--- src/rtl/core/mrm16_pkg.sv ---
// Package for the MOV r16,r/m16 executor: word types, codes and address helpers.
// No dependencies; imported by every module of the block.
package mrm16_pkg;

  localparam int unsigned MEM_ADDR_BITS_DEF = 16;
  localparam int unsigned PHYS_W = 20;
  localparam int unsigned WORD_W = 16;
  localparam int unsigned REG_W = 3;
  localparam int unsigned NUM_REGS = 8;

  localparam logic [7:0] OP_MOV = 8'h8B;
  localparam logic [7:0] OP_NOP = 8'h90;

  localparam logic [1:0] MOD_NONE = 2'b00;
  localparam logic [1:0] MOD_DISP8 = 2'b01;
  localparam logic [1:0] MOD_DISP16 = 2'b10;
  localparam logic [1:0] MOD_REG = 2'b11;
  localparam logic [2:0] RM_DIRECT = 3'b110;

  localparam logic [REG_W-1:0] REG_BX = 3'd3;
  localparam logic [REG_W-1:0] REG_BP = 3'd5;
  localparam logic [REG_W-1:0] REG_SI = 3'd6;
  localparam logic [REG_W-1:0] REG_DI = 3'd7;

  typedef enum logic [1:0] {
    FUNC_EXEC   = 2'd0,
    FUNC_MEM_WR = 2'd1,
    FUNC_REG_WR = 2'd2,
    FUNC_REG_RD = 2'd3
  } func_e;

  typedef enum logic [1:0] {
    ST_ACCESS = 2'd0,
    ST_MOV    = 2'd1,
    ST_NOP    = 2'd2,
    ST_UNSUP  = 2'd3
  } status_e;

  typedef struct packed {
    logic [1:0]       func;
    logic [7:0]       opcode;
    logic [7:0]       modrm;
    logic [7:0]       disp_low;
    logic [7:0]       disp_high;
    logic [15:0]      mem_address;
    logic [15:0]      write_data;
    logic [REG_W-1:0] reg_index;
  } in_word_t;

  typedef struct packed {
    logic [1:0]       status;
    logic [REG_W-1:0] dest_reg;
    logic [15:0]      result_value;
    logic [15:0]      effective_address;
    logic [15:0]      phys_address;
    logic [2:0]       instr_length;
    logic [15:0]      instr_pointer;
  } out_word_t;

  typedef struct packed {
    logic              en;
    logic [REG_W-1:0]  idx;
    logic [WORD_W-1:0] data;
  } reg_wr_t;

  typedef struct packed {
    logic [WORD_W-1:0] bx;
    logic [WORD_W-1:0] bp;
    logic [WORD_W-1:0] si;
    logic [WORD_W-1:0] di;
  } base_regs_t;

  typedef struct packed {
    logic              en;
    logic              we;
    logic [PHYS_W-1:0] addr;
    logic [7:0]        wdata;
  } mem_req_t;

  function automatic logic [PHYS_W-1:0] phys_sum(input logic [15:0] seg,
                                                 input logic [15:0] offset);
    return {seg, 4'h0} + {4'h0, offset};
  endfunction

  function automatic logic [PHYS_W-1:0] addr_mask(input int unsigned bits);
    return {PHYS_W{1'b1}} >> (PHYS_W - bits);
  endfunction

endpackage

--- src/rtl/core/mrm16_regs.sv ---
// General register file with two ordered write ports and a bypass of the older one.
// Depends on mrm16_pkg for the write and base register types.
module mrm16_regs import mrm16_pkg::*; (
  input  logic             clk_i,
  input  logic             rst_ni,
  input  reg_wr_t          commit_wr_i,
  input  reg_wr_t          issue_wr_i,
  input  logic [REG_W-1:0] rd_idx_i,
  output logic [WORD_W-1:0] rd_data_o,
  output base_regs_t       base_o
);

  logic [WORD_W-1:0] regs_q [NUM_REGS];
  logic [WORD_W-1:0] view [NUM_REGS];

  // The commit port retires an older memory load in the same cycle a new word reads.
  always_comb begin
    for (int i = 0; i < NUM_REGS; i++) begin
      view[i] = (commit_wr_i.en && commit_wr_i.idx == REG_W'(i)) ? commit_wr_i.data
                                                                  : regs_q[i];
    end
  end

  assign rd_data_o = view[rd_idx_i];
  assign base_o.bx = view[REG_BX];
  assign base_o.bp = view[REG_BP];
  assign base_o.si = view[REG_SI];
  assign base_o.di = view[REG_DI];

  always_ff @(posedge clk_i or negedge rst_ni) begin
    if (!rst_ni) begin
      for (int i = 0; i < NUM_REGS; i++) begin
        regs_q[i] <= (REG_W'(i) == REG_BX) ? WORD_W'(1) : '0;
      end
    end else begin
      if (commit_wr_i.en) begin
        regs_q[commit_wr_i.idx] <= commit_wr_i.data;
      end
      if (issue_wr_i.en) begin
        regs_q[issue_wr_i.idx] <= issue_wr_i.data;
      end
    end
  end

endmodule

--- config.mk ---
export PLATFORM = sky130hd
export DESIGN_NAME = mrm16_regs
export DESIGN_NICKNAME = d
export VERILOG_FILES = /design/src/rtl/core/mrm16_pkg.sv /design/src/rtl/core/mrm16_regs.sv
export SDC_FILE = /design/constraint.sdc
export NUM_CORES = 1
export LEC_CHECK = 0
export BUFFER_PORTS_ARGS = -buffer_cell sky130_fd_sc_hd__buf_2
export CAP_MARGIN = 10
export CORE_UTILIZATION = 25
export CTS_CLUSTER_DIAMETER = 50
export DETAILED_ROUTE_END_ITERATION = 10
export PLACE_DENSITY_LB_ADDON = 0.08
export SLEW_MARGIN = 20
export SYNTH_ARGS = -nofsm -noshare
export SYNTH_HDL_FRONTEND = slang
export SYNTH_SLANG_ARGS = --single-unit
export TNS_END_PERCENT = 10
--- constraint.sdc ---
create_clock -name clk_i -period 1.9 [get_ports clk_i]
set_input_delay 0.285 -clock clk_i [delete_from_list [all_inputs] [get_ports clk_i]]
set_output_delay 0.285 -clock clk_i [all_outputs]
set_load 0.03 [all_outputs]
# Word-level counts from Yosys, hierarchy flattened
# Cells that the tools add are included.
# Widths: inputs -> output; s select.
# totals
ff_bits	128
latch_bits	0
ram_bits	0
mem_bits_ro	0
in_bits	45
output_inout_bits	80
elab_cells	53
n_memories	0
# op_classes
addsub	0
mul	0
div	0
magnitude_cmp	5
n_eq_ne	7
shifts	0
n_mux	19
bitwise_logic	3
reduce_logical	11
# ops
operator	n
$bwmux 128	2
$mux 128	2
$mux 16	12
$demux 16 s3	2
$bmux 16 s3	1
$eq 3x3->1 const B	4
$ge 4x4->1 const B	3
$not 3->4	3
$logic_and 1x1->1	10
$lt 4x1->1 const B	2
$eq 3x2->1 const B	2
$eq 3x1->1 const B	1
$logic_not 3->1	1

# Logic depth before layout (Yosys ltp)
# Gate-level depths: netlist (run 1).
# logic_depth
depth_word	9
depth_mapped	7
mapped_depth_nobuf	4

# Worst setup path before layout (run 1)
# Ideal clock, no wire load.
# synth_timing
path_type	input to output
startpoint	in commit_wr_i[16] in the netlist's numbering
endpoint	out rd_data_o[1]
arrival_ns	2.507
t_required_ns	1.615
path_slack_ns	-0.892
cell_stages	6
path_buffers	2
path_cell_list	buf_6 > nor4b_4 > buf_4 > mux2i_1 > o2111ai_1 > a2111oi_1
# synth_between
elab_chain_cells	6
word_cells_on_any_way	27
cone_classes	eq/ne (7); mux (11); reduce/logical (9)
# synth_lines
item	line	text
start, declared	mrm16_regs.sv:6	input reg_wr_t commit_wr_i,
$eq 3x3->1 (tied with other cells)	mrm16_regs.sv:19	view[i] = (commit_wr_i.en && commit_wr_i.idx == REG_W'(i)) ? commit_wr_i.data
$logic_and 1x1->1	mrm16_regs.sv:19	
$mux 16	mrm16_regs.sv:19	
$bmux 16 s3 (*)	mrm16_regs.sv:24	assign rd_data_o = view[rd_idx_i];
$mux 16 (not written as such) (*) (2 in series)	mrm16_regs.sv:24	
end, declared	mrm16_regs.sv:9	output logic [WORD_W-1:0] rd_data_o,
# Every way passes the cells marked *; elsewhere a longest branch is shown, timed or not. The select of a mux whose other input is x is not followed.

# Worst setup path in the final report (run 1)
# layout_timing
startpoint	in commit_wr_i[16] in the netlist's numbering
endpoint	out rd_data_o[15]
# Same word-level chain as after synthesis.

==> results of run 1 <==
==> cell usage in the layout (no fill, tap or decap), types with 10 or more instances in the layout <==
master	n
a2111oi_4	16
buf_4	142
buf_2	102
nand2_1	82
nor4b_1	32
nor2_1	49
buf_12	38
dfrtp_1	127
o22ai_1	16
clkbuf_16	18
mux2_2	93
buf_6	11
a21oi_1	32
nor4bb_1	32
o21ai_0	22
a31oi_1	16
mux2i_1	102
o21ai_1	10
o2111ai_2	14
nor4_1	32
and3b_1	18
==> power groups by stage <==
stage / combinational (W) / sequential (W) / clock (W)
2_1_floorplan: 0.00251 / 0.00353 / 0
3_3_place_gp: 0.00404 / 0.00360 / 0
3_5_place_dp: 0.00406 / 0.00360 / 0
4_1_cts: 0.00417 / 0.00356 / 0.00346
5_1_grt: 0.00445 / 0.00363 / 0.00356
6_report: 0.00415 / 0.00356 / 0.00335
==> cell type report <==
class | count | area share [%]
flip-flops and latches | 128 | 26.8
repair buffers | 295 | 20.9
clock inverters | 13 | 1.17
well taps | 448 | 4.68
clock buffers | 19 | 3.62
multi-input cells | 601 | 42.9
diodes | 1 | 0.0209
==> routing by layer <==
metal	wire length [µm]	global-route usage, %	up-vias	part of all wire, %
met5	0	0	-	0
met2	17700	35.7	151	51
met1	15100	24.9	3731	44
li1	-	-	3550	-
met3	1150	3.42	30	3.3
met4	582	5.31	0	1.7
==> per-stage QoR <==
step / cell area (µm²) / power, W / TNS [ns] / std cells
floorplan: 8730 / 0.00605 / -4.29 / 829
global placement: 11000 / 0.00764 / -7.48 / 1454
detailed placement: 11000 / 0.00766 / -7.54 / 1454
CTS: 11800 / 0.0112 / -5.42 / 1489
global route: 12000 / 0.0116 / -6.68 / 1504
finish: 12000 / 0.0111 / -5.23 / 1505
==> how the worst max path moves through the flow <==
stage | from | end | cells past startpoint
after floorplan | commit_wr_i[16] | rd_data_o[1] | 6
after global placement | commit_wr_i[16] | rd_data_o[9] | 8
after detailed placement | commit_wr_i[16] | rd_data_o[15] | 8
after CTS | commit_wr_i[18] | rd_data_o[15] | 8
after global routing | commit_wr_i[16] | rd_data_o[5] | 9
final | commit_wr_i[16] | rd_data_o[15] | 8
==> what timing repair did <==
| action | 4_1_cts | 5_1_grt |
|---|---|---|
| resized for setup | 44 | 16 |
| endpoints found under the hold margin | 39 | 0 |
| hold buffers | 1 | 0 |
| pin swaps | 6 | 10 |
| gates cloned | 0 | 1 |
| buffers inserted | 2 | 14 |
| endpoints found under the setup margin | 24 | 20 |
==> kinds of logic after synthesis <==
group | after synthesis
and+or+nand+nor | 265
muxes | 208
AOI/OAI and AO/OA | 128
DFF | 128
buffers and inverters | 100
==> critical path: stages <==
cell       delay [ns]
buf_12           0.11
and4bb_4         0.35
buf_12           0.14
buf_6            0.11
mux2i_4          0.22
o2111ai_2        0.18
a2111oi_4        0.35
buf_4            0.23
==> results.sh, run 1 <==
export IMPL_status="complete, but fails checks"
export IMPL_failed_checks="setup timing"
export IMPL_hold_path_class="in -> reg"
export IMPL_hold_path_depth=3
export IMPL_largest_reg_flops=128
export IMPL_netlist_top_cells_area="dfrtp_1, mux2i_1, mux2_2"
export IMPL_fillCellCount=3379
export IMPL_avgSynthCellArea_um2=10.2
export IMPL_critPathKind="in -> out"
export IMPL_drv_slew=0
export IMPL_io_buffers=124
export IMPL_die_area_um2=34700
export IMPL_timing_final_crit_period_ns=2.27
export IMPL_grt_max_degree=44
export IMPL_drc=0
export IMPL_hold_viol_final=0
export IMPL_die_width_um=186
export IMPL_power_density_nw_per_um2=924
export IMPL_yosys_area_share_simple_pct=19.6
export IMPL_die_h_um=186
export IMPL_synth_top_family_by_area="multiplexers"
export IMPL_yosys_area_top_type="dfrtp_1"
export IMPL_synth_seq_area_share_pct=37.7
export IMPL_synth_nets=874
export IMPL_fp_row_count=67
export IMPL_register_area_um2=3200
export IMPL_setup_violations=16
export IMPL_maxCapViolations=0
export IMPL_clk_pin_slew_ns=0.07
export IMPL_clockBufferDepth=2
export IMPL_synth_edf_count=0
export IMPL_crit_path_end_kind="output pin"
export IMPL_synth_top_area_share_pct=37.4
export IMPL_initial_core_util_pct=25.4
export IMPL_clock_latency_ns=0.42
export IMPL_p_clk_share_pct=30.3
export IMPL_area_growth_pct=40.8
export IMPL_top_register="regs_q"
export IMPL_wl_per_cell_um=22.9
export IMPL_antenna_found_initial=1
export IMPL_synth_common_cells="dfrtp_1, mux2i_1, mux2_2"
export IMPL_ys_warn_count=0
export IMPL_drive_gt1_share_pct=44.3
export IMPL_max_vdd_ir_drop_mv=0.647
export IMPL_grt_ovfl_total=0
export IMPL_reg_top3="regs_q: 128 flops"
export IMPL_r2r_start="regs_q[27]"
export IMPL_routed_wirelength_um=34500
export IMPL_core_area_um2=33400
export IMPL_synthMuxAreaShare_pct=25.9
export IMPL_fin_crit_sh_pct=119
export IMPL_ys_flop_type="dfrtp_1"
export IMPL_place_detailed_hpwl_um=23800
export IMPL_p_seq_share_pct=32.2
export IMPL_synth_compound_area_share_pct=10.3
export IMPL_synthArstFlopShare_pct=100
export IMPL_fin_nets=1088
export IMPL_rr_worst_depth=3
export IMPL_p_switching_w=0.00401
export IMPL_syn_area_um2=8500
export IMPL_reg2reg_slack_ns=0.71
export IMPL_cts_buffers=17
export IMPL_post_route_util_pct=35.8
export IMPL_post_place_ws_ns=-0.502
export IMPL_worst_slack_ns=-0.367
export IMPL_min_to="regs_q[110]"
export IMPL_holdWs_ns=0.179
export IMPL_hold_start="issue_wr_i[14]"
export IMPL_dr_pass1_iters=5
export IMPL_place_congestion=0.786
export IMPL_ant_nets=0
export IMPL_relSlewSlack_pct=66.3
export IMPL_h_tree_depth=4
export IMPL_io_pins=125
export IMPL_power_frac_comb_pct=37.6
export IMPL_first_global_vias=7687
export IMPL_post_synth_top_count_cell="dfrtp_1"
export IMPL_multi_input_area_um2=5130
export IMPL_synth_distinct_cells=38
export IMPL_synth_fa_ha_area_share_pct=0
export IMPL_rsz0062_at_grt="yes"
export IMPL_start_kind="input pin"
export IMPL_synth_xor_area_share_pct=0
export IMPL_synthCells=829
export IMPL_critPathRequiredTime_ns=1.62
export IMPL_p_int_w=0.00706
export IMPL_tightest_slew_ns=0.499
export IMPL_grt_pass1_wl_um=51800
export IMPL_numClockSinks=128
export IMPL_switching_share_pct=36.2
export IMPL_ys_ff_latch=128
export IMPL_power_leakage_nw=4.90
export IMPL_critPathMaxFanout=8
export IMPL_grt_usage_pct=20.1
export IMPL_vias=7462
export IMPL_cts_tree="yes"
export IMPL_cts_root_buffer="clkbuf_16"
export IMPL_viasPerCell=4.96
export IMPL_worstPathArrival_ns=1.98
export IMPL_fin_skew_ns=0
export IMPL_timing_rr_end="regs_q[27]"
export IMPL_drt_iter0_drc=409
export IMPL_fmax_mhz=441
No activity file was read; power rests on OpenSTA's default activity.
==> inputs of run 2 (changes only) <==
clock period = 2.4 ns   (was 1.9 ns; I/O delays follow)
==> run 2 against run 1 <==
Compared with the run above: the flow still finishes with violations (setup timing); die area unchanged; global-route usage decreased by 2.0 points; setup slack improved by 0.20 ns; critical path depth unchanged; critical endpoint unchanged.
==> results.sh, run 2 (synthesis gave the netlist of run 1 again) <==
export IMPL_clockBufferDepth=2
export IMPL_reg2reg_slack_ns=1.20
export IMPL_hold_viol_final=0
export IMPL_start_kind="input pin"
export IMPL_maxCapViolations=0
export IMPL_hold_path_class="in -> reg"
export IMPL_core_area_um2=33400
export IMPL_dr_pass1_iters=7
export IMPL_post_route_util_pct=35.5
export IMPL_clock_latency_ns=0.43
export IMPL_place_congestion=0.764
export IMPL_grt_ovfl_total=0
export IMPL_diodes=0
export IMPL_grt_usage_pct=18.1
export IMPL_cts_tree="yes"
export IMPL_first_global_vias=7240
export IMPL_h_tree_depth=4
export IMPL_rr_worst_depth=3
export IMPL_power_leakage_nw=4.82
export IMPL_grt_pass1_wl_um=47700
export IMPL_relSlewSlack_pct=50.8
export IMPL_mostFrequentLayoutCell="buf_4"
export IMPL_dpl_cell_count=1442
export IMPL_setup_violations=16
export IMPL_p_switching_w=0.00308
export IMPL_clk_pin_slew_ns=0.06
export IMPL_place_detailed_hpwl_um=22300
export IMPL_failed_checks="setup timing"
export IMPL_switching_share_pct=35.6
export IMPL_critPathKind="in -> out"
export IMPL_layout_common_cells="buf_4, dfrtp_1, buf_2"
export IMPL_die_area_um2=34700
export IMPL_viasPerCell=4.91
export IMPL_cts_buffers=17
export IMPL_tightest_slew_ns=0.735
export IMPL_die_width_um=186
export IMPL_fin_skew_ns=0
export IMPL_fin_nets=1079
export IMPL_post_place_ws_ns=-0.273
export IMPL_io_buffers=124
export IMPL_die_h_um=186
export IMPL_crit_path_end_kind="output pin"
export IMPL_io_pins=125
export IMPL_power_frac_comb_pct=36.5
export IMPL_hold_path_depth=3
export IMPL_initial_core_util_pct=25.4
export IMPL_top_register="regs_q"
export IMPL_ant_nets=0
export IMPL_worstPathArrival_ns=2.20
export IMPL_critPathRequiredTime_ns=2.04
export IMPL_grt_max_degree=53
export IMPL_vias=7343
export IMPL_cts_root_buffer="clkbuf_16"
export IMPL_timing_final_crit_period_ns=2.56
export IMPL_max_vdd_ir_drop_mv=0.508
export IMPL_fillCellCount=3365
export IMPL_routed_wirelength_um=31400
export IMPL_reg_top3="regs_q: 128 flops"
export IMPL_antenna_found_initial=0
export IMPL_numClockSinks=128
export IMPL_drv_slew=0
export IMPL_status="complete, but fails checks"
export IMPL_tns_ns=-1.25
export IMPL_drt_iter0_drc=505
export IMPL_area_growth_pct=39.7
export IMPL_fmax_mhz=390
export IMPL_fin_crit_sh_pct=107
export IMPL_p_int_w=0.00556
export IMPL_drc=0
export IMPL_rsz0062_at_grt="yes"
export IMPL_p_clk_share_pct=30.8
export IMPL_drive_gt1_share_pct=44.9
export IMPL_p_seq_share_pct=32.7
export IMPL_wl_per_cell_um=21.0
export IMPL_largest_reg_flops=128
export IMPL_power_density_nw_per_um2=728
export IMPL_critPathMaxFanout=11
export IMPL_worst_slack_ns=-0.162
export IMPL_instances_no_fill=1495
export IMPL_fp_row_count=67
==> run 2: cell count changes in the layout (fill, tap and decap cells not counted), moves of 5 or more <==
cell / delta
mux2i_4: +5
buf_6: -5
buf_12: -8
mux2i_1: -9
==> run 2: area by class of cell <==
| class | instances | area (µm²) | area share, % |
|---|---|---|---|
| clock buffers | 20 | 457 | 3.85 |
| well taps | 448 | 561 | 4.72 |
| repair buffers | 286 | 2320 | 19.6 |
| clock inverters | 12 | 135 | 1.14 |
| flip-flops and latches | 128 | 3200 | 27.0 |
| multi-input cells | 601 | 5180 | 43.7 |
==> run 2: through the flow <==
stage	hold WS, ns	instance area (µm²)	power (W)
2_1_floorplan	0.0644	8520	0.00469
3_3_place_gp	0.372	10600	0.00582
3_5_place_dp	0.371	10600	0.00582
4_1_cts	0.224	11400	0.00867
5_1_grt	0.245	11900	0.00910
6_report	0.237	11900	0.00864
==> run 2: critical path: stages <==
cell and delay (ns):
buf_4 0.14, and4bb_2 0.32, buf_12 0.16, buf_4 0.17, mux2i_2 0.22, o2111ai_2 0.21
a2111oi_4 0.37, buf_4 0.23
==> run 2: power groups by stage <==
stage / clock network [W] / registers [W] / logic, W
after floorplan: 0 / 0.00280 / 0.00189
after global placement: 0 / 0.00286 / 0.00296
after detailed placement: 0 / 0.00286 / 0.00297
after CTS: 0.00275 / 0.00283 / 0.00309
after global routing: 0.00284 / 0.00288 / 0.00339
final: 0.00266 / 0.00283 / 0.00315
==> run 2: worst paths after layout <==
check,from,end
min in group asynchronous,rst_ni,regs_q[74]
worst min register to register,regs_q[64],regs_q[64]
worst max register to register,regs_q[34],regs_q[34]
max in group asynchronous,rst_ni,regs_q[64]
worst max-delay path,commit_wr_i[16],rd_data_o[15]
worst min-delay path,commit_wr_i[9],regs_q[73]
==> run 2: metal layers <==
metal,part of all wire (%),GRT usage [%],vias to the layer above
met5,0,0,-
met3,3.4,2.90,18
met1,55,29.2,3648
li1,-,-,3523
met2,41,24.5,154
met4,0.76,4.04,0
==> run 2: what timing repair did <==
action / CTS / global route
resized for setup: 42 / 57
setup buffers: 6 / 14
hold buffers: 1 / 0
gates cloned: 0 / 1
endpoints found under the hold margin: 49 / 0
pin swaps: 9 / 21
setup endpoints to repair: 16 / 16
