[src/rtl/core/mrm16_pkg.sv]
// Package for the MOV r16,r/m16 executor: word types, codes and address helpers.
// No dependencies; imported by every module of the block.
package mrm16_pkg;

  localparam int unsigned MEM_ADDR_BITS_DEF = 16;
  localparam int unsigned PHYS_W = 20;
  localparam int unsigned WORD_W = 16;
  localparam int unsigned REG_W = 3;
  localparam int unsigned NUM_REGS = 8;

  localparam logic [7:0] OP_MOV = 8'h8B;
  localparam logic [7:0] OP_NOP = 8'h90;

  localparam logic [1:0] MOD_NONE = 2'b00;
  localparam logic [1:0] MOD_DISP8 = 2'b01;
  localparam logic [1:0] MOD_DISP16 = 2'b10;
  localparam logic [1:0] MOD_REG = 2'b11;
  localparam logic [2:0] RM_DIRECT = 3'b110;

  localparam logic [REG_W-1:0] REG_BX = 3'd3;
  localparam logic [REG_W-1:0] REG_BP = 3'd5;
  localparam logic [REG_W-1:0] REG_SI = 3'd6;
  localparam logic [REG_W-1:0] REG_DI = 3'd7;

  typedef enum logic [1:0] {
    FUNC_EXEC   = 2'd0,
    FUNC_MEM_WR = 2'd1,
    FUNC_REG_WR = 2'd2,
    FUNC_REG_RD = 2'd3
  } func_e;

  typedef enum logic [1:0] {
    ST_ACCESS = 2'd0,
    ST_MOV    = 2'd1,
    ST_NOP    = 2'd2,
    ST_UNSUP  = 2'd3
  } status_e;

  typedef struct packed {
    logic [1:0]       func;
    logic [7:0]       opcode;
    logic [7:0]       modrm;
    logic [7:0]       disp_low;
    logic [7:0]       disp_high;
    logic [15:0]      mem_address;
    logic [15:0]      write_data;
    logic [REG_W-1:0] reg_index;
  } in_word_t;

  typedef struct packed {
    logic [1:0]       status;
    logic [REG_W-1:0] dest_reg;
    logic [15:0]      result_value;
    logic [15:0]      effective_address;
    logic [15:0]      phys_address;
    logic [2:0]       instr_length;
    logic [15:0]      instr_pointer;
  } out_word_t;

  typedef struct packed {
    logic              en;
    logic [REG_W-1:0]  idx;
    logic [WORD_W-1:0] data;
  } reg_wr_t;

  typedef struct packed {
    logic [WORD_W-1:0] bx;
    logic [WORD_W-1:0] bp;
    logic [WORD_W-1:0] si;
    logic [WORD_W-1:0] di;
  } base_regs_t;

  typedef struct packed {
    logic              en;
    logic              we;
    logic [PHYS_W-1:0] addr;
    logic [7:0]        wdata;
  } mem_req_t;

  function automatic logic [PHYS_W-1:0] phys_sum(input logic [15:0] seg,
                                                 input logic [15:0] offset);
    return {seg, 4'h0} + {4'h0, offset};
  endfunction

  function automatic logic [PHYS_W-1:0] addr_mask(input int unsigned bits);
    return {PHYS_W{1'b1}} >> (PHYS_W - bits);
  endfunction

endpackage

[src/rtl/core/mrm16_agu.sv]
// Effective address unit: ModRM base/index sum, displacement and physical address.
// Depends on mrm16_pkg for base register type and address helpers.
module mrm16_agu import mrm16_pkg::*; #(
  parameter int unsigned MemAddrBits = MEM_ADDR_BITS_DEF
) (
  input  logic [15:0]       seg_i,
  input  logic [7:0]        modrm_i,
  input  logic [7:0]        disp_low_i,
  input  logic [7:0]        disp_high_i,
  input  base_regs_t        base_i,
  output logic [15:0]       ea_o,
  output logic [PHYS_W-1:0] phys_o,
  output logic [2:0]        len_o
);

  localparam logic [PHYS_W-1:0] AddrMask = addr_mask(MemAddrBits);

  logic [1:0]  mod_f;
  logic [2:0]  rm_f;
  logic [15:0] base_sum;
  logic [15:0] disp;

  assign mod_f = modrm_i[7:6];
  assign rm_f  = modrm_i[2:0];

  always_comb begin
    case (rm_f)
      3'd0:    base_sum = base_i.bx + base_i.si;
      3'd1:    base_sum = base_i.bx + base_i.di;
      3'd2:    base_sum = base_i.bp + base_i.si;
      3'd3:    base_sum = base_i.bp + base_i.di;
      3'd4:    base_sum = base_i.si;
      3'd5:    base_sum = base_i.di;
      3'd6:    base_sum = (mod_f == MOD_NONE) ? 16'h0000 : base_i.bp;
      default: base_sum = base_i.bx;
    endcase
  end

  always_comb begin
    disp  = 16'h0000;
    len_o = 3'd2;
    if (mod_f == MOD_DISP8) begin
      disp  = {{8{disp_low_i[7]}}, disp_low_i};
      len_o = 3'd3;
    end else if (mod_f == MOD_DISP16 || (mod_f == MOD_NONE && rm_f == RM_DIRECT)) begin
      disp  = {disp_high_i, disp_low_i};
      len_o = 3'd4;
    end
  end

  assign ea_o   = base_sum + disp;
  assign phys_o = phys_sum(seg_i, ea_o) & AddrMask;

endmodule

[config.mk]
export PLATFORM = sky130hd
export DESIGN_NAME = mrm16_agu
export DESIGN_NICKNAME = d
export VERILOG_FILES = /design/src/rtl/core/mrm16_pkg.sv /design/src/rtl/core/mrm16_agu.sv
export SDC_FILE = /design/constraint.sdc
export NUM_CORES = 1
export LEC_CHECK = 0
export BUFFER_PORTS_ARGS = -buffer_cell sky130_fd_sc_hd__buf_4
export CORE_ASPECT_RATIO = 0.8
export CORE_UTILIZATION = 52
export DETAILED_ROUTE_END_ITERATION = 10
export PLACE_DENSITY = 0.82
export SYNTH_ARGS = -nofsm -noshare
export SYNTH_HDL_FRONTEND = slang
export SYNTH_SLANG_ARGS = --single-unit
[constraint.sdc]
create_clock -name vclk -period 10.61
set_input_delay 1.061 -clock vclk [all_inputs]
set_output_delay 1.061 -clock vclk [all_outputs]
set_load 0.05 [all_outputs]
Word level (Yosys, flattened, before mapping) --
Index checks and enable logic that the tools add are counted.
Storage, ports and cells: flip-flop bits (word level) 0, input bits 104, output and inout port bits 39, word-level logic and storage cells 24
Operators by class: $add $sub $neg 6, eq/ne operators 8, muxes and demuxes 6, reductions and logical operators 4
Operators with widths (number):
- 16-bit case mux with 7 select lines | 1
- 16-bit adder | 6
- 16-bit 2-to-1 mux | 3
- 3-bit equality test (second input constant) | 3
- 3-bit by 2-bit equality test with 1-bit output (second input constant) | 2
- 3-bit 2-to-1 mux | 2
- 3-bit by 1-bit equality test with 1-bit output (second input constant) | 1
- 3-bit zero test | 1
- 2-bit by 1-bit equality test with 1-bit output (second input constant) | 1
- 2-bit equality test (second input constant) | 1
- 2-bit zero test | 1
- 1-bit logical AND | 1
- 1-bit logical OR | 1

Depth between registers and ports, before layout --
Gate-level depths: netlist of run 1.
depth after elaboration 7, gate-level depth with buffers 30, mapped depth without buffers 28

Worst setup path after synthesis of run 1 --
Ideal clock, no wire load.
path kind input port to output port, start in modrm_i[2], end out phys_o[15], data arrival time 7785 ps, data required time 9549 ps, slack 1764 ps, cell stages on the path 26, path buffers 2, cells stage by stage buf_2 -> nor2_1 -> and2_1 -> clkbuf_1 -> mux2_2 -> ha_1 -> fa_1 -> nor2_1 -> a211oi_1 -> o22a_1 -> inv_1 -> fa_1 -> nor2b_1 -> o21ai_0 -> a21boi_0 -> o21ai_0 -> a21oi_1 -> a21oi_1 -> o2bb2ai_1 -> xnor2_1 -> ha_1 -> and3_1 -> a31oi_1 -> nor3b_1 -> a211o_1 -> xor2_1
Between the ends: word-level cells in the longest chain between the ends 7, elaborated cells on any way between the ends 14, classes of those cells 2 x add/sub; 6 x eq/ne; 3 x mux; 3 x reduce/logical
RTL lines:
- start, declared | RTL line mrm16_agu.sv:7 | input logic [7:0] modrm_i,
- 3-bit equality test | RTL line mrm16_agu.sv:27, mrm16_agu.sv:45
- 1-bit logical AND | RTL line mrm16_agu.sv:45 | end else if (mod_f == MOD_DISP16 || (mod_f == MOD_NONE && rm_f == RM_DIRECT)) begin
- 1-bit logical OR | RTL line mrm16_agu.sv:45
- 16-bit 2-to-1 mux | RTL line mrm16_agu.sv:45
- 16-bit 2-to-1 mux | RTL line mrm16_agu.sv:42 | if (mod_f == MOD_DISP8) begin
- 16-bit adder * | RTL line mrm16_agu.sv:51 | assign ea_o = base_sum + disp;
- via ea_o[12] | RTL line mrm16_agu.sv:11 | output logic [15:0] ea_o,
- 16-bit adder * | RTL line mrm16_pkg.sv:82 | return {seg, 4'h0} + {4'h0, offset};
- end, declared | RTL line mrm16_agu.sv:12 | output logic [PHYS_W-1:0] phys_o,
Mark *: on every way through the listed nets, which the timed path passes. The rest lies on a longest branch.

Worst setup path after layout of run 1 --
start in modrm_i[0], end out phys_o[15]
Between the ends: word-level cells in the longest chain between the ends 7, elaborated cells on any way between the ends 14, classes of those cells 2 x add/sub; 6 x eq/ne; 3 x mux; 3 x reduce/logical
RTL lines (RTL line):
- 3-bit equality test | mrm16_agu.sv:27, mrm16_agu.sv:45
- 1-bit logical AND | mrm16_agu.sv:45
- 1-bit logical OR | mrm16_agu.sv:45
- 16-bit 2-to-1 mux | mrm16_agu.sv:45
- 16-bit 2-to-1 mux | mrm16_agu.sv:42
- 16-bit adder * | mrm16_agu.sv:51
- 16-bit adder * | mrm16_pkg.sv:82
Every way passes the cells marked *; elsewhere a longest branch is shown, timed or not.

==> summary.md, run 1 <==
| Metric | Value |
|---|---|
| Register area share after synthesis | 0% |
| CP max FO | 36 |
| Die Span Y | 78.5 um |
| Max Cap Violations | 0 |
| Die Area | 7660 um^2 |
| PostCTS Resize Cnt | 0 |
| Post-synthesis instance total | 541 |
| Power density over the cells | 156 nW/um^2 |
| Sequential cell count | 0 |
| VDD IR max | 0.144 mV |
| YS warnings | 0 |
| Hold_buf cts | 0 |
| Pleak | 2.32 nW |
| Final TNS setup | 0 ns |
| # setup viols final | 0 |
| Worst min path class | input port to output port |
| Grt ovf | 0 |
| Area contributors post-synth | ha_1, mux2_2, a21oi_1 |
| Slew headroom | 39.9% |
| Worst slew pin tran | 0.900 ns |
| Initial antenna violation count | 0 |
| Ports | 143 |
| Antenna diode count | 0 |
| RSZ-0062 raised after global routing | false |
| Post-DR wirelength/cell | 16.2 um |
| Vias post-DR | 4,485 |
| Yosys top cell by area | ha_1 |
| Most frequent cell after synthesis | ha_1 |
| Antenna Nets Post-Route | 0 |
| CP Data Required Time | 9.55 ns |
| First-pass GRT wire length | 19.2 mm |
| Clkbuf count | 0 |
| Fin crit share | 82.6% |
| Non-filler instance count after layout | 740 |
| GRT Overall Usage | 30.0% |
| Slew Limit Fails | 0 |
| Layout cells sized above 1 | 27.3% |
| Sequential cell area | 0 um^2 |
| Total power | 0.748 mW |
| Setup repair bufs after CTS | 0 |
| Status | complete, but fails checks |
| Top cells by count, synth | ha_1, nand2_1, a21oi_1 |
| Synth top area share | 19.1% |
| Setup crit start kind | input port |
| Vias in the first global route | 4,267 |
| Post-Route WL | 12.0 mm |
| Final net count | 821 |
| Initial DRC count | 315 |
| Starting density of the core | 54.4% |
| Vias per cell | 6.06 |
| Syn avg cell area | 7.03 um^2 |
| Placer Congestion | 0.944 |
| Cell Rows | 27 |
| Crit Path Category | input port to output port |
| Fmax | 114 MHz |
| WP data arrival | 7.71 ns |
| Failing checks | DRC |
| Period minus WS final | 8.77 ns |
| Final Hold Fails | 0 |
| Post-synth cell types | 63 |
| First-pass DRT Iterations | 8 |
| Core area | 6990 um^2 |
| Hold slack final | 2.47 ns |
| Placed insts | 740 |
| Area growth syn-to-layout | 26.4% |
| Post-route DRC violation count | 14 |
| Post-DP HPWL | 9.67 mm |
| Port bufs | 132 |
| CP endpoint kind | output port |
| Die W | 97.6 um |
| Largest net degree at the start of global routing | 37 |
| Mapped Area | 3800 um^2 |
-- critical path: stages --
cell and delay [ns]:
buf_4 0.23, nor2_1 0.70, and2_1 0.26, buf_4 0.28, mux2_2 0.40, fa_1 0.41, a21o_1 0.18, a21oi_1 0.26
o21ai_0 0.26, a31oi_1 0.30, o21ai_0 0.14, nor4b_1 0.26, a211oi_1 0.07, a21oi_1 0.25, ha_1 0.34, and3_1 0.18
a21oi_1 0.23, o2bb2ai_1 0.16, xnor2_1 0.20, ha_1 0.36, and3_1 0.21, a31oi_1 0.25, nor3b_1 0.08, a211o_1 0.28
xor2_1 0.13, buf_4 0.21
-- cells by family after synthesis --
group | share of synthesized area [%]
compound gates | 31.4
xor+xnor | 10.6
fa+ha+maj | 21.2
buf+inv | 5.59
mux | 10.6
other cells | 0.0986
simple gates | 20.5
-- area by class of cell --
type,count,area [um^2]
Multi-Input combinational cell,496,3600
Fill cell,624,2190
Timing Repair Buffer,135,1010
Tap cell,87,109
Inverter,22,82.6
-- layout by cell type (no fill, tap or decap), types with 13 or more instances in the layout --
cell,count
o21a_1,13
mux2_2,30
inv_1,22
nand2_1,57
a21oi_1,51
o21ai_0,40
a21o_1,13
xnor2_1,29
buf_4,135
nor2b_1,15
ha_1,58
nor2_1,49
xor2_1,17
-- path summary, 6_finish.rpt --
| kind | start | to | cells past startpoint |
|---|---|---|---|
| worst min-delay path | modrm_i[6] | len_o[2] | 3 |
| worst max-delay path | modrm_i[0] | phys_o[15] | 26 |
-- routing by layer --
metal / GRT usage, % / vias to the layer above / wire [um]
met5: 0 / - / 0
met4: 10.8 / 0 / 306
met3: 4.19 / 26 / 1050
met2: 49.9 / 209 / 5290
met1: 39.5 / 2033 / 5350
li1: - / 2217 / -
-- report_power, final --
part	switching (mW)	internal, mW
clock	0	0
sequential	0	0
combinational	0.483	0.265
-- per-stage QoR --
stage	util, %	instance area (um^2)	setup WS (ns)
2_1_floorplan	-	3810	1.76
3_3_place_gp	68.7	4810	2.01
3_5_place_dp	68.7	4810	1.90
4_1_cts	68.7	4810	1.89
5_1_grt	68.7	4810	1.40
6_report	68.7	4810	1.84
(Power assumes the default switching activity.)
==> run 2, diff against run 1 <==
- CORE_UTILIZATION: 52 -> 48
- PLACE_DENSITY: 0.82 -> 0.79
- clock period: 10.61 -> 7.4 ns (I/O delays scaled with it)
==> summary.md, run 2 (synthesized netlist as in run 1, its figures left out) <==
| Metric | Value |
|---|---|
| First-pass GRT wire length | 18.9 mm (was 19.2 mm) |
| Placer Congestion | 0.971 (was 0.944) |
| Non-filler instance count after layout | 767 (was 740) |
| Worst slew pin tran | 0.990 ns (was 0.900 ns) |
| Post-DP HPWL | 10.2 mm (was 9.67 mm) |
| Grt ovf | 0 (unchanged) |
| GRT Overall Usage | 28.6% (was 30.0%) |
| Post-route DRC violation count | 0 (was 14) |
| CP Data Required Time | 6.66 ns (was 9.55 ns) |
| Pleak | 2.42 nW (was 2.32 nW) |
| Fmax | 139 MHz |
| CP endpoint kind | output port (unchanged) |
| Worst min path class | input port to output port (unchanged) |
| Fin area | 5050 um^2 (was 4810 um^2) |
| Largest net degree at the start of global routing | 33 (was 37) |
| Starting density of the core | 50.5% (was 54.4%) |
| Cell Rows | 28 (was 27) |
| Initial antenna violation count | 0 (unchanged) |
| Ports | 143 (unchanged) |
| Crit Path Category | input port to output port (unchanged) |
| # setup viols final | 0 (unchanged) |
| Final TNS setup | 0 ns (unchanged) |
| Die Span Y | 81.6 um (was 78.5 um) |
| Vias in the first global route | 3,947 (was 4,267) |
| Core area | 7530 um^2 (was 6990 um^2) |
| Die Area | 8290 um^2 (was 7660 um^2) |
| WP data arrival | 6.45 ns (was 7.71 ns) |
| First-pass DRT Iterations | 8 (unchanged) |
| Max stage delay on crit path | 0.45 ns (was 0.70 ns) |
| Placed cell areas | 4990 um^2 (was 4810 um^2) |
| Antenna diode count | 0 (unchanged) |
| Slowest library cell on the worst path | fa_1 (was nor2_1) |
| Crit path capture | phys_o[14] (was phys_o[15]) |
| Sequential cell count | 0 (unchanged) |
| Setup crit start kind | input port (unchanged) |
| Period minus WS final | 7.19 ns |
| Initial DRC count | 393 (was 315) |
| Die W | 102 um (was 97.6 um) |
| Area growth syn-to-layout | 32.9% (was 26.4%) |
| Port bufs | 132 (unchanged) |
| Hold_buf cts | 0 (unchanged) |
| Final core occ | 67.1% (was 68.7%) |
| Post-Route WL | 12.4 mm (was 12.0 mm) |
| Status | finished clean (was complete, but fails checks) |
| Fin crit share | 97.1% |
| Final Hold Fails | 0 (unchanged) |
| CP startpoint | modrm_i[2] (was modrm_i[0]) |
| Vias post-DR | 4,496 (was 4,485) |
| VDD IR max | 0.237 mV (was 0.144 mV) |
| Vias per cell | 5.86 (was 6.06) |
| Commonest non-fill, non-tap cell in the layout | buf_4 (unchanged) |
| Slew headroom | 33.9% (was 39.9%) |
| Layout cells sized above 1 | 31.6% (was 27.3%) |
| Antenna Nets Post-Route | 0 (unchanged) |
| Placed insts | 766 (was 740) |
| Hold slack final | 1.87 ns (was 2.47 ns) |
| Power density over the cells | 223 nW/um^2 (was 156 nW/um^2) |
| Max Cap Violations | 0 (unchanged) |
| Slew Limit Fails | 0 (unchanged) |
| CP max FO | 11 (was 36) |
| Post-DR wirelength/cell | 16.1 um (was 16.2 um) |
| Most frequent cells in the layout | buf_4, nand2_1, ha_1, nor2_1, a21oi_1 (was buf_4, ha_1, nand2_1, a21oi_1, nor2_1) |
| Sequential cell area | 0 um^2 (unchanged) |
| Clkbuf count | 0 (unchanged) |
| Final net count | 830 (was 821) |
-- run 2: how the worst min path moves through the flow --
stage / from / endpoint / slack [ns] / cells after the start
global placement: modrm_i[6] / len_o[2] / 1.86 / 3
global route: modrm_i[6] / len_o[2] / 1.88 / 3
CTS: modrm_i[6] / len_o[2] / 1.87 / 3
finish: modrm_i[6] / len_o[2] / 1.87 / 3
detailed placement: modrm_i[6] / len_o[2] / 1.87 / 3
floorplan: modrm_i[6] / len_o[2] / 1.68 / 1
-- run 2: per-layer routing --
layer | GRT usage (%) | vias up | part of all wire [%]
met5 | 0 | - | 0
met4 | 3.04 | 0 | 1.4
met3 | 2.04 | 16 | 9.2
met2 | 48.4 | 207 | 43
met1 | 40.7 | 2047 | 46
li1 | - | 2226 | -
-- run 2: stage by stage --
stage / power, mW / setup slack, ns
CTS: 1.10 / 0.0617
detailed placement: 1.10 / 0.0837
global placement: 1.08 / 0.200
floorplan: 0.821 / -0.191
finish: 1.13 / 0.212
global route: 1.20 / -0.0538
-- run 2: what timing repair did --
item / 4_1_cts / 5_1_grt
setup buffers: 0 / 1
hold endpoints to repair: 0 / 0
gates resized for setup: 0 / 17
setup endpoints to repair: 0 / 3
-- run 2: area by class of cell --
cell class,count,area (um^2)
timing repair buffer,144,1080
fill,654,2480
multi-input combinational,496,3760
inverter,22,82.6
tap,105,131
-- run 2: where the power goes --
group	switching, mW	total, mW	internal (mW)
logic	0.717	1.13	0.410
registers	0	0	0
clock network	0	0	0
-- run 2: worst max-delay path, delay by kind of cell --
family | cells | cell delay, ns
XOR/XNOR | 2 | 0.33
multiplexers | 1 | 0.34
buffers and inverters | 2 | 0.35
AO/OA/AOI/OAI | 13 | 2.49
AND/OR/NAND/NOR | 7 | 0.83
adder cells (fa/ha/maj) | 4 | 1.37
==> run 3, diff against run 2 <==
- ABC_AREA: unset -> 1
==> summary.md, run 3 <==
| Metric | Value |
|---|---|
| Status | finished clean (unchanged) |
| Port bufs | 132 (unchanged) |
| Most used cell, CP | nand2_1 |
| VDD IR max | 0.244 mV (was 0.237 mV) |
| Hold slack final | 1.84 ns (was 1.87 ns) |
| Die Span Y | 82.9 um (was 81.6 um) |
| Post-route DRC violation count | 0 (unchanged) |
| Most frequent cell after synthesis | nand2_1 (was ha_1) |
| Max Cap Violations | 0 (unchanged) |
| Total power | 1.08 mW (was 1.13 mW) |
| Antenna diode count | 0 (unchanged) |
| Ports | 143 (unchanged) |
| Starting density of the core | 49.5% (was 50.5%) |
| # setup viols final | 0 (unchanged) |
| Worst min path class | input port to output port (unchanged) |
| Slew headroom | 51.4% (was 33.9%) |
| Period minus WS final | 6.95 ns (was 7.19 ns) |
| CP endpoint kind | output port (unchanged) |
| Fin crit share | 94.0% (was 97.1%) |
| First-pass DRT Iterations | 5 (was 8) |
| Hold endpoint | len_o[1] (was len_o[2]) |
| YS warnings | 0 (unchanged) |
| Final Hold Fails | 0 (unchanged) |
| Area growth syn-to-layout | 27.4% (was 32.9%) |
| Yosys top cell by area | ha_1 (unchanged) |
| Initial DRC count | 395 (was 393) |
| Final net count | 1,001 (was 830) |
| Fmax | 144 MHz (was 139 MHz) |
| Post-synth cell types | 39 (was 63) |
| Sequential cell area | 0 um^2 (unchanged) |
| Pleak | 2.92 nW (was 2.42 nW) |
| Commonest non-fill, non-tap cell in the layout | nand2_1 (was buf_4) |
| Final TNS setup | 0 ns (unchanged) |
| Mapped Area | 3930 um^2 (was 3800 um^2) |
| Post-Route WL | 13.3 mm (was 12.4 mm) |
| Crit Path Category | input port to output port (unchanged) |
| Initial antenna violation count | 0 (unchanged) |
| CP Data Required Time | 6.66 ns (about the same) |
| Antenna Nets Post-Route | 0 (unchanged) |
| Sequential cell count | 0 (unchanged) |
| Post-DP HPWL | 11.1 mm (was 10.2 mm) |
| Hold_buf cts | 0 (unchanged) |
| Post-synthesis instance total | 713 (was 541) |
| Grt ovf | 0 (unchanged) |
| Setup crit start kind | input port (unchanged) |
| Syn avg cell area | 5.51 um^2 (was 7.03 um^2) |
| RSZ-0062 raised after global routing | false |
| Post-DR wirelength/cell | 14.1 um (was 16.1 um) |
| Die W | 103 um (was 102 um) |
| Synth top area share | 18.5% (was 19.1%) |
| Critical path's top delay family | simple AND/OR/NAND/NOR gates (was compound AO/OA/AOI/OAI gates) |
| Die Area | 8560 um^2 (was 8290 um^2) |
| Cell Rows | 29 (was 28) |
| Cells on Worst Hold Path | 3 (unchanged) |
| Hold Startpoint | modrm_i[7] (was modrm_i[6]) |
| Slew Limit Fails | 0 (unchanged) |
| Most frequent cells in the layout | nand2_1, buf_4, inv_1, o21ai_0, a21oi_1 (was buf_4, nand2_1, ha_1, nor2_1, a21oi_1) |
| Area contributors post-synth | ha_1, nand2_1, inv_1 (was ha_1, mux2_2, a21oi_1) |
| Vias per cell | 5.58 (was 5.86) |
| Slowest library cell on the worst path | ha_1 (was fa_1) |
| Core area | 7950 um^2 (was 7530 um^2) |
| Power density over the cells | 215 nW/um^2 (was 223 nW/um^2) |
| Vias post-DR | 5,255 (was 4,496) |
| Placer Congestion | 1.02 (was 0.971) |
| CP max FO | 12 (was 11) |
| WP data arrival | 6.21 ns (was 6.45 ns) |
| Layout cells sized above 1 | 18.2% (was 31.6%) |
| Max stage delay on crit path | 0.37 ns (was 0.45 ns) |
| Register area share after synthesis | 0% (unchanged) |
| GRT Overall Usage | 30.2% (was 28.6%) |
| CP Buf/Inv Count | 8 (was 2) |
| Vias in the first global route | 4,714 (was 3,947) |
| Setup repair bufs after CTS | 0 (unchanged) |
| Clkbuf count | 0 (unchanged) |
| First-pass GRT wire length | 21.1 mm (was 18.9 mm) |
| Largest net degree at the start of global routing | 22 (was 33) |
| Top cells by count, synth | nand2_1, inv_1, o21ai_0 (was ha_1, nand2_1, a21oi_1) |
| Worst slew pin tran | 0.726 ns (was 0.990 ns) |
[run 3: cell count changes after synthesis, sizes merged, moves of 10 or more]
cell    before  now
nand2       57  156
a211oi      11    1
o31ai        1   11
nand3        8   60
nor2b       15    0
mux2        31    0
o21ai       47   72
xnor2       29    5
a21o        15    5
a221oi       2   12
o21a        13    2
inv         22  119
a21oi       51   66
[run 3: power breakdown]
part           switching [mW]  internal, mW
combinational           0.732         0.347
clock                       0             0
sequential                  0             0
[run 3: area by class of cell]
| type | instances | area (um^2) |
|---|---|---|
| inverter | 121 | 454 |
| timing repair buffer | 138 | 1040 |
| tap | 108 | 135 |
| fill | 794 | 2940 |
| multi-input combinational | 574 | 3380 |
[run 3: repair_timing]
| action | 4_1_cts | 5_1_grt |
|---|---|---|
| hold endpoints to repair | 0 | 0 |
| gates resized for setup | 0 | 2 |
| endpoints found under the setup margin | 0 | 1 |
[run 3: cell families after synthesis]
logic type | Yosys count | synth area share (%)
AND/OR/NAND/NOR | 295 | 31.6
AO/OA/AOI/OAI | 189 | 28.0
buffers and inverters | 142 | 14.4
adder cells (fa/ha/maj) | 62 | 20.5
XOR/XNOR | 24 | 5.35
other | 1 | 0.0954
[run 3: tightest hold or removal path: stages]
cell,delay [ns]
buf_4,0.10
o21ai_2,0.07
buf_4,0.19
[run 3: how the worst max path moves through the flow]
stage,start,endpoint,depth (start not counted)
CTS,modrm_i[2],phys_o[15],36
global placement,modrm_i[2],phys_o[15],36
global route,modrm_i[2],phys_o[15],36
finish,modrm_i[2],phys_o[15],36
detailed placement,modrm_i[2],phys_o[15],36
floorplan,modrm_i[2],phys_o[14],30
[run 3: routing by layer]
layer	part of all wire (%)	up-vias	global-route usage [%]
met5	0	-	0
met2	45	235	50.5
li1	-	2643	-
met3	7.4	20	1.09
met4	1.5	0	5.76
met1	46	2357	42.9
[run 3: metrics by stage]
step / worst slack (ns) / cells / utilization [%] / area, um^2
6_report: 0.447 / 941 / 63.0 / 5010
5_1_grt: 0.0104 / 941 / 63.0 / 5010
4_1_cts: 0.362 / 941 / 63.0 / 5000
3_5_place_dp: 0.389 / 941 / 63.0 / 5000
3_3_place_gp: 0.556 / 941 / 63.0 / 5000
2_1_floorplan: 0.369 / 716 / - / 3940
